**src/rtl/core/tgarle_pkg.sv**
```systemverilog
// ----------------------------------------------------------------------------
// TGA run-length decoder package
// Shared types and register indexes for the TGA pixel-data decoder.
// ----------------------------------------------------------------------------
package tgarle_pkg;

   // Register indexes on the csr port
   localparam logic [1:0] CSR_IMAGE_WIDTH  = 2'd0;
   localparam logic [1:0] CSR_IMAGE_HEIGHT = 2'd1;
   localparam logic [1:0] CSR_HAS_ALPHA    = 2'd2;
   localparam logic [1:0] CSR_RLE_MODE     = 2'd3;

   // Packet header layout
   localparam int unsigned RUN_FLAG_BIT = 7;

   // Byte slot that completes a pixel, with and without alpha
   localparam logic [1:0] LAST_SLOT_RGB  = 2'd2;
   localparam logic [1:0] LAST_SLOT_RGBA = 2'd3;

   typedef struct packed {
      logic [15:0] image_width;
      logic [15:0] image_height;
      logic        has_alpha;
      logic        rle_mode;
   } cfg_type;

   typedef struct packed {
      logic [7:0]  packet_left;
      logic        packet_is_run;
      logic [1:0]  byte_slot;
      logic [7:0]  pix_blue;
      logic [7:0]  pix_green;
      logic [7:0]  pix_red;
      logic [31:0] pixels_left;
      logic        finished;
   } dec_state_type;

   typedef struct packed {
      logic [7:0] red;
      logic [7:0] green;
      logic [7:0] blue;
      logic [7:0] alpha;
      logic [7:0] repeat_count;
      logic       last_pixel;
      logic       overrun;
   } pixel_type;

endpackage

```
**src/rtl/core/tgarle_decode.sv**
```systemverilog
// ----------------------------------------------------------------------------
// TGA run-length decoder step
// Next-state and pixel logic for one accepted byte of the pixel stream.
// ----------------------------------------------------------------------------
module tgarle_decode (
   input  tgarle_pkg::cfg_type       cfg,
   input  tgarle_pkg::dec_state_type cur,
   input  logic [7:0]                data_byte,
   output tgarle_pkg::dec_state_type nxt,
   output logic                      emit,
   output tgarle_pkg::pixel_type     pix
);
   import tgarle_pkg::*;

   logic [1:0]  last_slot;
   logic [7:0]  count;
   logic        over;
   logic [31:0] left_after;

   assign last_slot = cfg.has_alpha ? LAST_SLOT_RGBA : LAST_SLOT_RGB;

   always_comb begin
      nxt        = cur;
      emit       = 1'b0;
      pix        = '0;
      count      = 8'd1;
      over       = 1'b0;
      left_after = cur.pixels_left;

      if (cur.finished) begin
         // image complete: byte dropped
      end else if (cfg.rle_mode && (cur.packet_left == 8'd0)) begin
         // packet header
         nxt.packet_is_run = data_byte[RUN_FLAG_BIT];
         nxt.packet_left   = {1'b0, data_byte[6:0]} + 8'd1;
         nxt.byte_slot     = 2'd0;
      end else if (cur.byte_slot < last_slot) begin
         // collect a colour byte
         case (cur.byte_slot)
            2'd0:    nxt.pix_blue  = data_byte;
            2'd1:    nxt.pix_green = data_byte;
            2'd2:    nxt.pix_red   = data_byte;
            default: ;
         endcase
         nxt.byte_slot = cur.byte_slot + 2'd1;
      end else begin
         // final byte of a pixel
         emit          = 1'b1;
         nxt.byte_slot = 2'd0;
         pix.blue      = cur.pix_blue;
         pix.green     = cur.pix_green;
         pix.red       = cfg.has_alpha ? cur.pix_red : data_byte;
         pix.alpha     = cfg.has_alpha ? data_byte : 8'd0;

         if (cfg.rle_mode) begin
            if (cur.packet_is_run) begin
               count           = cur.packet_left;
               nxt.packet_left = 8'd0;
            end else begin
               nxt.packet_left = cur.packet_left - 8'd1;
            end
         end

         // clip a run at the image end
         if ({24'd0, count} > cur.pixels_left) begin
            count = cur.pixels_left[7:0];
            over  = 1'b1;
         end
         left_after       = cur.pixels_left - {24'd0, count};
         nxt.pixels_left  = left_after;
         nxt.finished     = (left_after == 32'd0);
         pix.repeat_count = count;
         pix.last_pixel   = (left_after == 32'd0);
         pix.overrun      = over;
      end
   end

endmodule

```
**src/rtl/core/tga_rle_pixel_decoder_unit.sv**
```systemverilog
// ----------------------------------------------------------------------------
// TGA pixel-data decoder
// Decodes uncompressed (type 2) or run-length (type 10) TGA pixel data.
// ----------------------------------------------------------------------------
// One byte is taken per clock, every clock, while the result register is
// free or being emptied in the same cycle. The whole decode of a byte sits
// between the state registers and the result register, so a pixel appears
// on the rsp port in the cycle after its last byte. Header bytes and colour
// bytes that do not complete a pixel give no beat. A run packet comes out
// as one pixel with repeat_count up to 128. After width times height pixels
// all bytes are dropped until any csr write, which also restarts decoding.
// The csr port is always ready; writes belong in idle periods only.
module tga_rle_pixel_decoder_unit (
   input  logic        clock,
   input  logic        reset,
   // byte stream
   input  logic        req_valid,
   output logic        req_ready,
   input  logic [7:0]  req_data_byte,
   // decoded pixels
   output logic        rsp_valid,
   input  logic        rsp_ready,
   output logic [7:0]  rsp_red,
   output logic [7:0]  rsp_green,
   output logic [7:0]  rsp_blue,
   output logic [7:0]  rsp_alpha,
   output logic [7:0]  rsp_repeat_count,
   output logic        rsp_last_pixel,
   output logic        rsp_overrun,
   // configuration
   input  logic        csr_valid,
   output logic        csr_ready,
   input  logic [1:0]  csr_index,
   input  logic [15:0] csr_wdata
);
   import tgarle_pkg::*;

   cfg_type       cfg_ff, cfg_in;
   dec_state_type state_ff, state_nxt;
   logic          emit;
   pixel_type     pix;
   pixel_type     rsp_ff;
   logic          rsp_valid_ff;
   logic          req_fire;
   logic          csr_fire;
   logic [31:0]   area;

   assign csr_ready = 1'b1;
   assign csr_fire  = csr_valid & csr_ready;
   assign req_ready = ~rsp_valid_ff | rsp_ready;
   assign req_fire  = req_valid & req_ready;

   // register file write
   always_comb begin
      cfg_in = cfg_ff;
      case (csr_index)
         CSR_IMAGE_WIDTH:  cfg_in.image_width  = csr_wdata;
         CSR_IMAGE_HEIGHT: cfg_in.image_height = csr_wdata;
         CSR_HAS_ALPHA:    cfg_in.has_alpha    = csr_wdata[0];
         CSR_RLE_MODE:     cfg_in.rle_mode     = csr_wdata[0];
         default:          cfg_in = cfg_ff;
      endcase
   end

   // pixel count of the new image size
   assign area = {16'd0, cfg_in.image_width} * {16'd0, cfg_in.image_height};

   tgarle_decode u_decode (
      .cfg       (cfg_ff),
      .cur       (state_ff),
      .data_byte (req_data_byte),
      .nxt       (state_nxt),
      .emit      (emit),
      .pix       (pix)
   );

   // configuration and decoder state
   always_ff @(posedge clock) begin
      if (reset) begin
         cfg_ff   <= '{image_width: 16'd1, image_height: 16'd1,
                       has_alpha: 1'b0, rle_mode: 1'b0};
         state_ff <= '{packet_left: 8'd0, packet_is_run: 1'b0, byte_slot: 2'd0,
                       pix_blue: 8'd0, pix_green: 8'd0, pix_red: 8'd0,
                       pixels_left: 32'd1, finished: 1'b0};
      end else if (csr_fire) begin
         cfg_ff   <= cfg_in;
         state_ff <= '{packet_left: 8'd0, packet_is_run: 1'b0, byte_slot: 2'd0,
                       pix_blue: 8'd0, pix_green: 8'd0, pix_red: 8'd0,
                       pixels_left: area, finished: (area == 32'd0)};
      end else if (req_fire) begin
         state_ff <= state_nxt;
      end
   end

   // result register
   always_ff @(posedge clock) begin
      if (reset) begin
         rsp_valid_ff <= 1'b0;
      end else if (req_fire && emit) begin
         rsp_valid_ff <= 1'b1;
      end else if (rsp_ready) begin
         rsp_valid_ff <= 1'b0;
      end
   end

   always_ff @(posedge clock) begin
      if (req_fire && emit) begin
         rsp_ff <= pix;
      end
   end

   assign rsp_valid        = rsp_valid_ff;
   assign rsp_red          = rsp_ff.red;
   assign rsp_green        = rsp_ff.green;
   assign rsp_blue         = rsp_ff.blue;
   assign rsp_alpha        = rsp_ff.alpha;
   assign rsp_repeat_count = rsp_ff.repeat_count;
   assign rsp_last_pixel   = rsp_ff.last_pixel;
   assign rsp_overrun      = rsp_ff.overrun;

endmodule

```
**config.mk**
```make
export PLATFORM = sky130hd
export DESIGN_NAME = tga_rle_pixel_decoder_unit
export DESIGN_NICKNAME = d
export VERILOG_FILES = /design/src/rtl/core/tgarle_pkg.sv /design/src/rtl/core/tgarle_decode.sv /design/src/rtl/core/tga_rle_pixel_decoder_unit.sv
export SDC_FILE = /design/constraint.sdc
export NUM_CORES = 1
export LEC_CHECK = 0
export ABC_AREA = 0
export BUFFER_PORTS_ARGS = -buffer_cell sky130_fd_sc_hd__buf_2
export CORE_ASPECT_RATIO = 0.75
export CORE_MARGIN = 3
export CORE_UTILIZATION = 33
export DETAILED_ROUTE_END_ITERATION = 6
export GPL_TIMING_DRIVEN = 0
export RECOVER_POWER = 50
export SYNTH_ARGS = -nofsm -noshare
export SYNTH_HDL_FRONTEND = slang
export SYNTH_SLANG_ARGS = --single-unit
```
**constraint.sdc**
```tcl
create_clock -name clock -period 7.4 [get_ports clock]
set_input_delay 0.74 -clock clock [delete_from_list [all_inputs] [get_ports clock]]
set_output_delay 0.74 -clock clock [all_outputs]
set_load 0.005 [all_outputs]
```
* After elaboration in Yosys (flattened, before gate mapping) *
Cells that the tools add are included.

cells by class
  $add $sub $neg = 4
  multiply operators = 1
  order comparisons = 2
  equal/unequal tests = 9
  mux-type cells = 30
  bitwise gates (word level) = 6
  reduce and logical (&&, ||, !) cells = 22

operators by type and width
  operator                                              count
  two-way mux 33 bit                                    5
  two-way mux 8 bit                                     14
  zero test 32 bit                                      2
  > comparator 8 x 32 -> 1 bit                          1
  multiplier 16 x 16 -> 32 bit                          1
  two-way mux 16 bit                                    2
  subtractor 32 x 8 -> 32 bit                           1
  AND reduction 5 bit                                   3
  adder 7 x 1 -> 8 bit (second input constant)          1
  zero test 8 bit                                       1
  AND reduction 4 bit                                   2
  subtractor 8 x 1 -> 8 bit (second input constant)     1
  two-way mux 1 bit                                     7
  equality test 2 bit (second input constant)           3
  inequality test 2 bit (second input constant)         3
  AND reduction 2 bit                                   3
  nonzero test 2 bit                                    3
  equality test 2 x 1 -> 1 bit (second input constant)  2
  zero test 2 bit                                       2
  two-way mux 2 bit                                     2
  inverter 1 bit                                        4
  OR reduction 4 bit                                    1
  AND reduction 3 bit                                   1
  OR reduction 3 bit                                    1
  other kinds (7)                                       8

word-level totals
  register bits after elaboration = 145
  input port bits = 31
  output and inout bits = 45

* Longest topological paths before layout *
  depth in word-level cells = 17
  mapped depth = 28

* Cells and area by module *
Synthesis repeated with hierarchy kept, for this count alone.

second synthesis, totals
  cell total of the unflattened synthesis = 1998
  area, all modules = 16908.7 µm²

modules (own cells, without submodules)
  module                      instances  cells each  area each (µm²)  seq. area each (µm²)
  tga_rle_pixel_decoder_unit  1          1620        14357.5          3323.2
  tgarle_decode               1          378         2551.2           0.0

* Worst setup path before layout *
OpenSTA, ideal clock, no wires.

  kind = input -> register
  from = in csr_index[0]
  to = reg state_ff[0] (netlist bit)
  setup time = 79 ps
  arrival = 7758 ps
  path slack = -438 ps
  stages on the path = 26
  cells stage by stage = nor2b_1 buf_1 buf_1 mux2_2 clkbuf_1 nand2_1 fa_1 inv_1 fa_1 ha_1 inv_1 fa_1 fa_1 fa_1 inv_1 ha_1 and3_1 a221oi_1 o21ai_0 a31o_2 a31oi_1 xnor2_1 nor4b_1 and4b_1 nand4_1 a22oi_1

between the ends
  longest elaborated chain between the ends = 5

ends and longest elaborated chain
  item                                                             RTL line                          RTL
  from (decl)                                                      tga_rle_pixel_decoder_unit.sv:33  input logic [1:0] csr_index,
  equality test 2 x 1 -> 1 bit or zero test 2 bit (tied branches)  tga_rle_pixel_decoder_unit.sv:56  case (csr_index)
  two-way mux 16 bit                                               tga_rle_pixel_decoder_unit.sv:56
  multiplier 16 x 16 -> 32 bit (*)                                 tga_rle_pixel_decoder_unit.sv:66  assign area = {16'd0, cfg_in.image_width} * {16'd0, cfg_in.image_height};
  zero test 32 bit (*)                                             tga_rle_pixel_decoder_unit.sv:89  pixels_left: area, finished: (area == 32'd0)};
  two-way mux 33 bit (*)                                           tga_rle_pixel_decoder_unit.sv:85  end else if (csr_fire) begin
  to (signal assigned)                                             tga_rle_pixel_decoder_unit.sv:82  state_ff <= '{packet_left: 8'd0, packet_is_run: 1'b0, byte_slot: 2'd0,
  to (signal assigned)                                             tga_rle_pixel_decoder_unit.sv:87  state_ff <= '{packet_left: 8'd0, packet_is_run: 1'b0, byte_slot: 2'd0,
  to (signal assigned)                                             tga_rle_pixel_decoder_unit.sv:91  state_ff <= state_nxt;
  to (decl)                                                        tga_rle_pixel_decoder_unit.sv:39  dec_state_type state_ff, state_nxt;

Mark *: on every way between the ends. The rest lies on a longest branch, timed or not.
A chain may end at the register's enable or synchronous reset.

* Worst setup path after layout *
Same ends and word-level chain as after synthesis.

==> results.json <==
{
  "status": "complete, no violations",
  "mostFrequentLayoutCells": "inv_1, nor2_1, nand2_1, fa_1, ha_1",
  "grt_pass1_vias": 13551,
  "die_x_microns": 261,
  "arrival_ns": 7.56,
  "wirelength_microns": 49900,
  "rr_endpoint": "state_ff[0]$_SDFFE_PP0N_",
  "fmax_ghz": 0.139,
  "crit_start": "csr_index[0]",
  "firstDrtPassIters": 6,
  "power_leakage_nw": 8.16,
  "startpoint_type": "input pin",
  "yosysSeqAreaShare_pct": 20.7,
  "ys.flop_type": "dfxtp_1",
  "grt_max_degree": 40,
  "die_area_sq_um": 51300,
  "cts_sinks": 145,
  "viasPerCell": 5.24,
  "final_layout_size_suffix_gt1_share_pct": 12.7,
  "syn_area_per_cell_sq_um": 8.69,
  "fill_cells": 4746,
  "finalWeightedCongestion": 0.944,
  "totalPowerFinal_mw": 5.33,
  "max-clock-path-buffers": 2,
  "period_share_pct": 97.4,
  "finalInstanceArea_sq_um": 18900,
  "r2r_start": "cfg_ff[7]$_SDFFE_PP0P_",
  "vias": 13791,
  "seqCellArea_sq_um": 3320,
  "period_needed_ns": 7.21,
  "initial_utilization_pct": 33.7,
  "rrSetupSlack_ns": 0.81,
  "synth_cells": 1845,
  "drt-wirelength-per-cell_microns": 19.0,
  "critPathKind": "input pin to flip-flop",
  "worstSetupEndpointType": "flip-flop",
  "setup_viol": 0,
  "maxSlewViolCount": 0,
  "power_density_nw_per_um2": 282,
  "r2r_cells": 24,
  "ant_nets": 0,
  "yosys_warnings": 0,
  "hold_buffers": 0,
  "critical_path.max_fanout": 10,
  "drt_iter0_drc": 1328,
  "grt_overflow": 0,
  "synthArstFlopShare_pct": 0,
  "syn_nets": 2196,
  "fin_skew_ns": 0.0109,
  "critPathRequiredTime_ns": 7.75,
  "track_usage_pct": 19.4,
  "cts.htree.levels": 4,
  "dp_hpwl_microns": 39800,
  "tritoncts": "done",
  "min_to": "state_ff[54]$_SDFFE_PP0P_",
  "numCtsBuffers": 17,
  "hold_path.class": "flip-flop to flip-flop",
  "whs_path_depth": 2,
  "ys_ff_latch": 145,
  "synth_edf_count": 42,
  "max-vdd-ir-drop_mv": 0.259,
  "relSlewSlack_pct": 36.0,
  "io_buffers": 70,
  "nets": 2327,
  "grt_first_pass_wirelength_microns": 77100,
  "syn2layout_area_growth_pct": 18.0,
  "io-pin-count": 76,
  "ys_types": 70,
  "dieHeight_microns": 197,
  "worst_slew_pin_slew_ns": 0.933,
  "antenna_found_initial": 2,
  "fp.coreArea_sq_um": 47700,
  "layout_commonest_cell": "inv_1",
  "path_clk_slew_ns": 0.06,
  "setup_ws_ns": 0.190,
  "rows": 69,
  "worst_hold_startpoint": "state_ff[54]$_SDFFE_PP0P_",
  "cts_root_buf": "clkbuf_16",
  "setup-tns-final_ns": 0,
  "place_ws_ns": -1.78,
  "multi_input_area_sq_um": 12000,
  "place_area_sq_um": 17200,
  "maxCapViolCount": 0,
  "clk_latency_ns": 0.43,
  "drc_errors": 0,
  "syn_area_sq_um": 16000,
  "hold_violations": 0
}
critical path, stage by stage:
cell and delay, ns:
clkbuf_4 0.15, nor2b_4 0.25, buf_12 0.18, mux2i_4 0.32, buf_6 0.20, nor2_1 0.07
fa_1 0.52, inv_1 0.07, fa_1 0.56, fa_1 0.44, fa_1 0.55, inv_1 0.05
fa_1 0.48, inv_1 0.05, fa_1 0.47, inv_1 0.05, ha_2 0.38, and3_1 0.19
nand2_1 0.11, o21ai_4 0.32, a31o_2 0.26, a31oi_2 0.12, xnor2_1 0.27, nor4b_2 0.27
and4b_1 0.22, nand4_1 0.09, a22oi_1 0.18
power breakdown:
| part | internal [mW] | switching (mW) |
|---|---|---|
| Sequential | 0.878 | 0.0765 |
| Combinational | 1.32 | 2.14 |
| Clock | 0.546 | 0.368 |
final cells by class:
class,count,area share [%]
multi-input combinational,1366,63.5
sequential,145,17.6
inverter,254,5.04
tap,639,4.22
timing repair buffer,115,4.01
clock buffer,21,2.55
buffer,77,2.39
clock inverter,11,0.734
antenna,2,0.0264
Yosys cell counts, drive strengths merged (27+ instances only):
library cell	n	share of area [%]
nand2	210	4.9
edfxtp	42	7.9
mux2i	54	3.4
clkbuf	63	1.5
ha	125	9.8
inv	254	5.9
nand3	45	1.4
o21ai	29	0.91
nor3	27	0.87
a21oi	82	2.6
mux2	29	2.0
xnor2	37	2.0
nor2	254	6.0
fa	195	24
dfxtp	103	13
a211oi	63	3.0
routing by layer:
layer | GRT usage [%] | part of all wire [%] | vias to the layer above
met1 | 29.1 | 46 | 6769
met5 | 0 | 0 | -
met3 | 4.61 | 10 | 72
met2 | 28.3 | 43 | 618
met4 | 4.31 | 1.7 | 0
li1 | - | - | 6332
how the worst max path moves through the flow:
stage          cells past startpoint                       end
3_3_place_gp                      26  state_ff[0]$_SDFFE_PP0N_
6_report                          27  state_ff[0]$_SDFFE_PP0N_
3_5_place_dp                      26  state_ff[0]$_SDFFE_PP0N_
2_1_floorplan                     26  state_ff[0]$_SDFFE_PP0N_
5_1_grt                           28  state_ff[0]$_SDFFE_PP0N_
4_1_cts                           27  state_ff[0]$_SDFFE_PP0N_
per-stage QoR:
step           util (%)  std cells  hold WS [ns]
6_report           39.7       2630         0.454
5_1_grt            39.7       2629         0.473
4_1_cts            38.4       2595         0.454
3_5_place_dp       36.1       2556         0.445
3_3_place_gp       36.1       2554         0.442
2_1_floorplan         -       1845         0.432
cells by family (layout without fill, tap and decap cells):
kind of cell	count (synthesis)	in the layout	synth area share, %
mux	83	83	5.41
xor+xnor	62	62	3.39
flops	145	145	20.7
compound gates	245	245	10.1
fa+ha+maj	320	320	34.1
other cells	1	3	0.0234
simple gates	655	655	18.4
buf+inv	334	478	7.92
timing repair:
item                                    CTS  global route
setup buffers                             9            32
gates resized for setup                  95            79
pin swaps                                 6            20
endpoints found under the setup margin   21             6
gates cloned                              0             2
flip-flops by register name (all words and copies together), names as in the netlist:
signal	count
rsp_red	8
rsp_valid	1
rsp_blue	8
rsp_green	8
rsp_last_pixel	1
state_ff	68
rsp_repeat_count	8
rsp_overrun	1
cfg_ff	34
rsp_alpha	8
(Power assumes the default switching activity.)
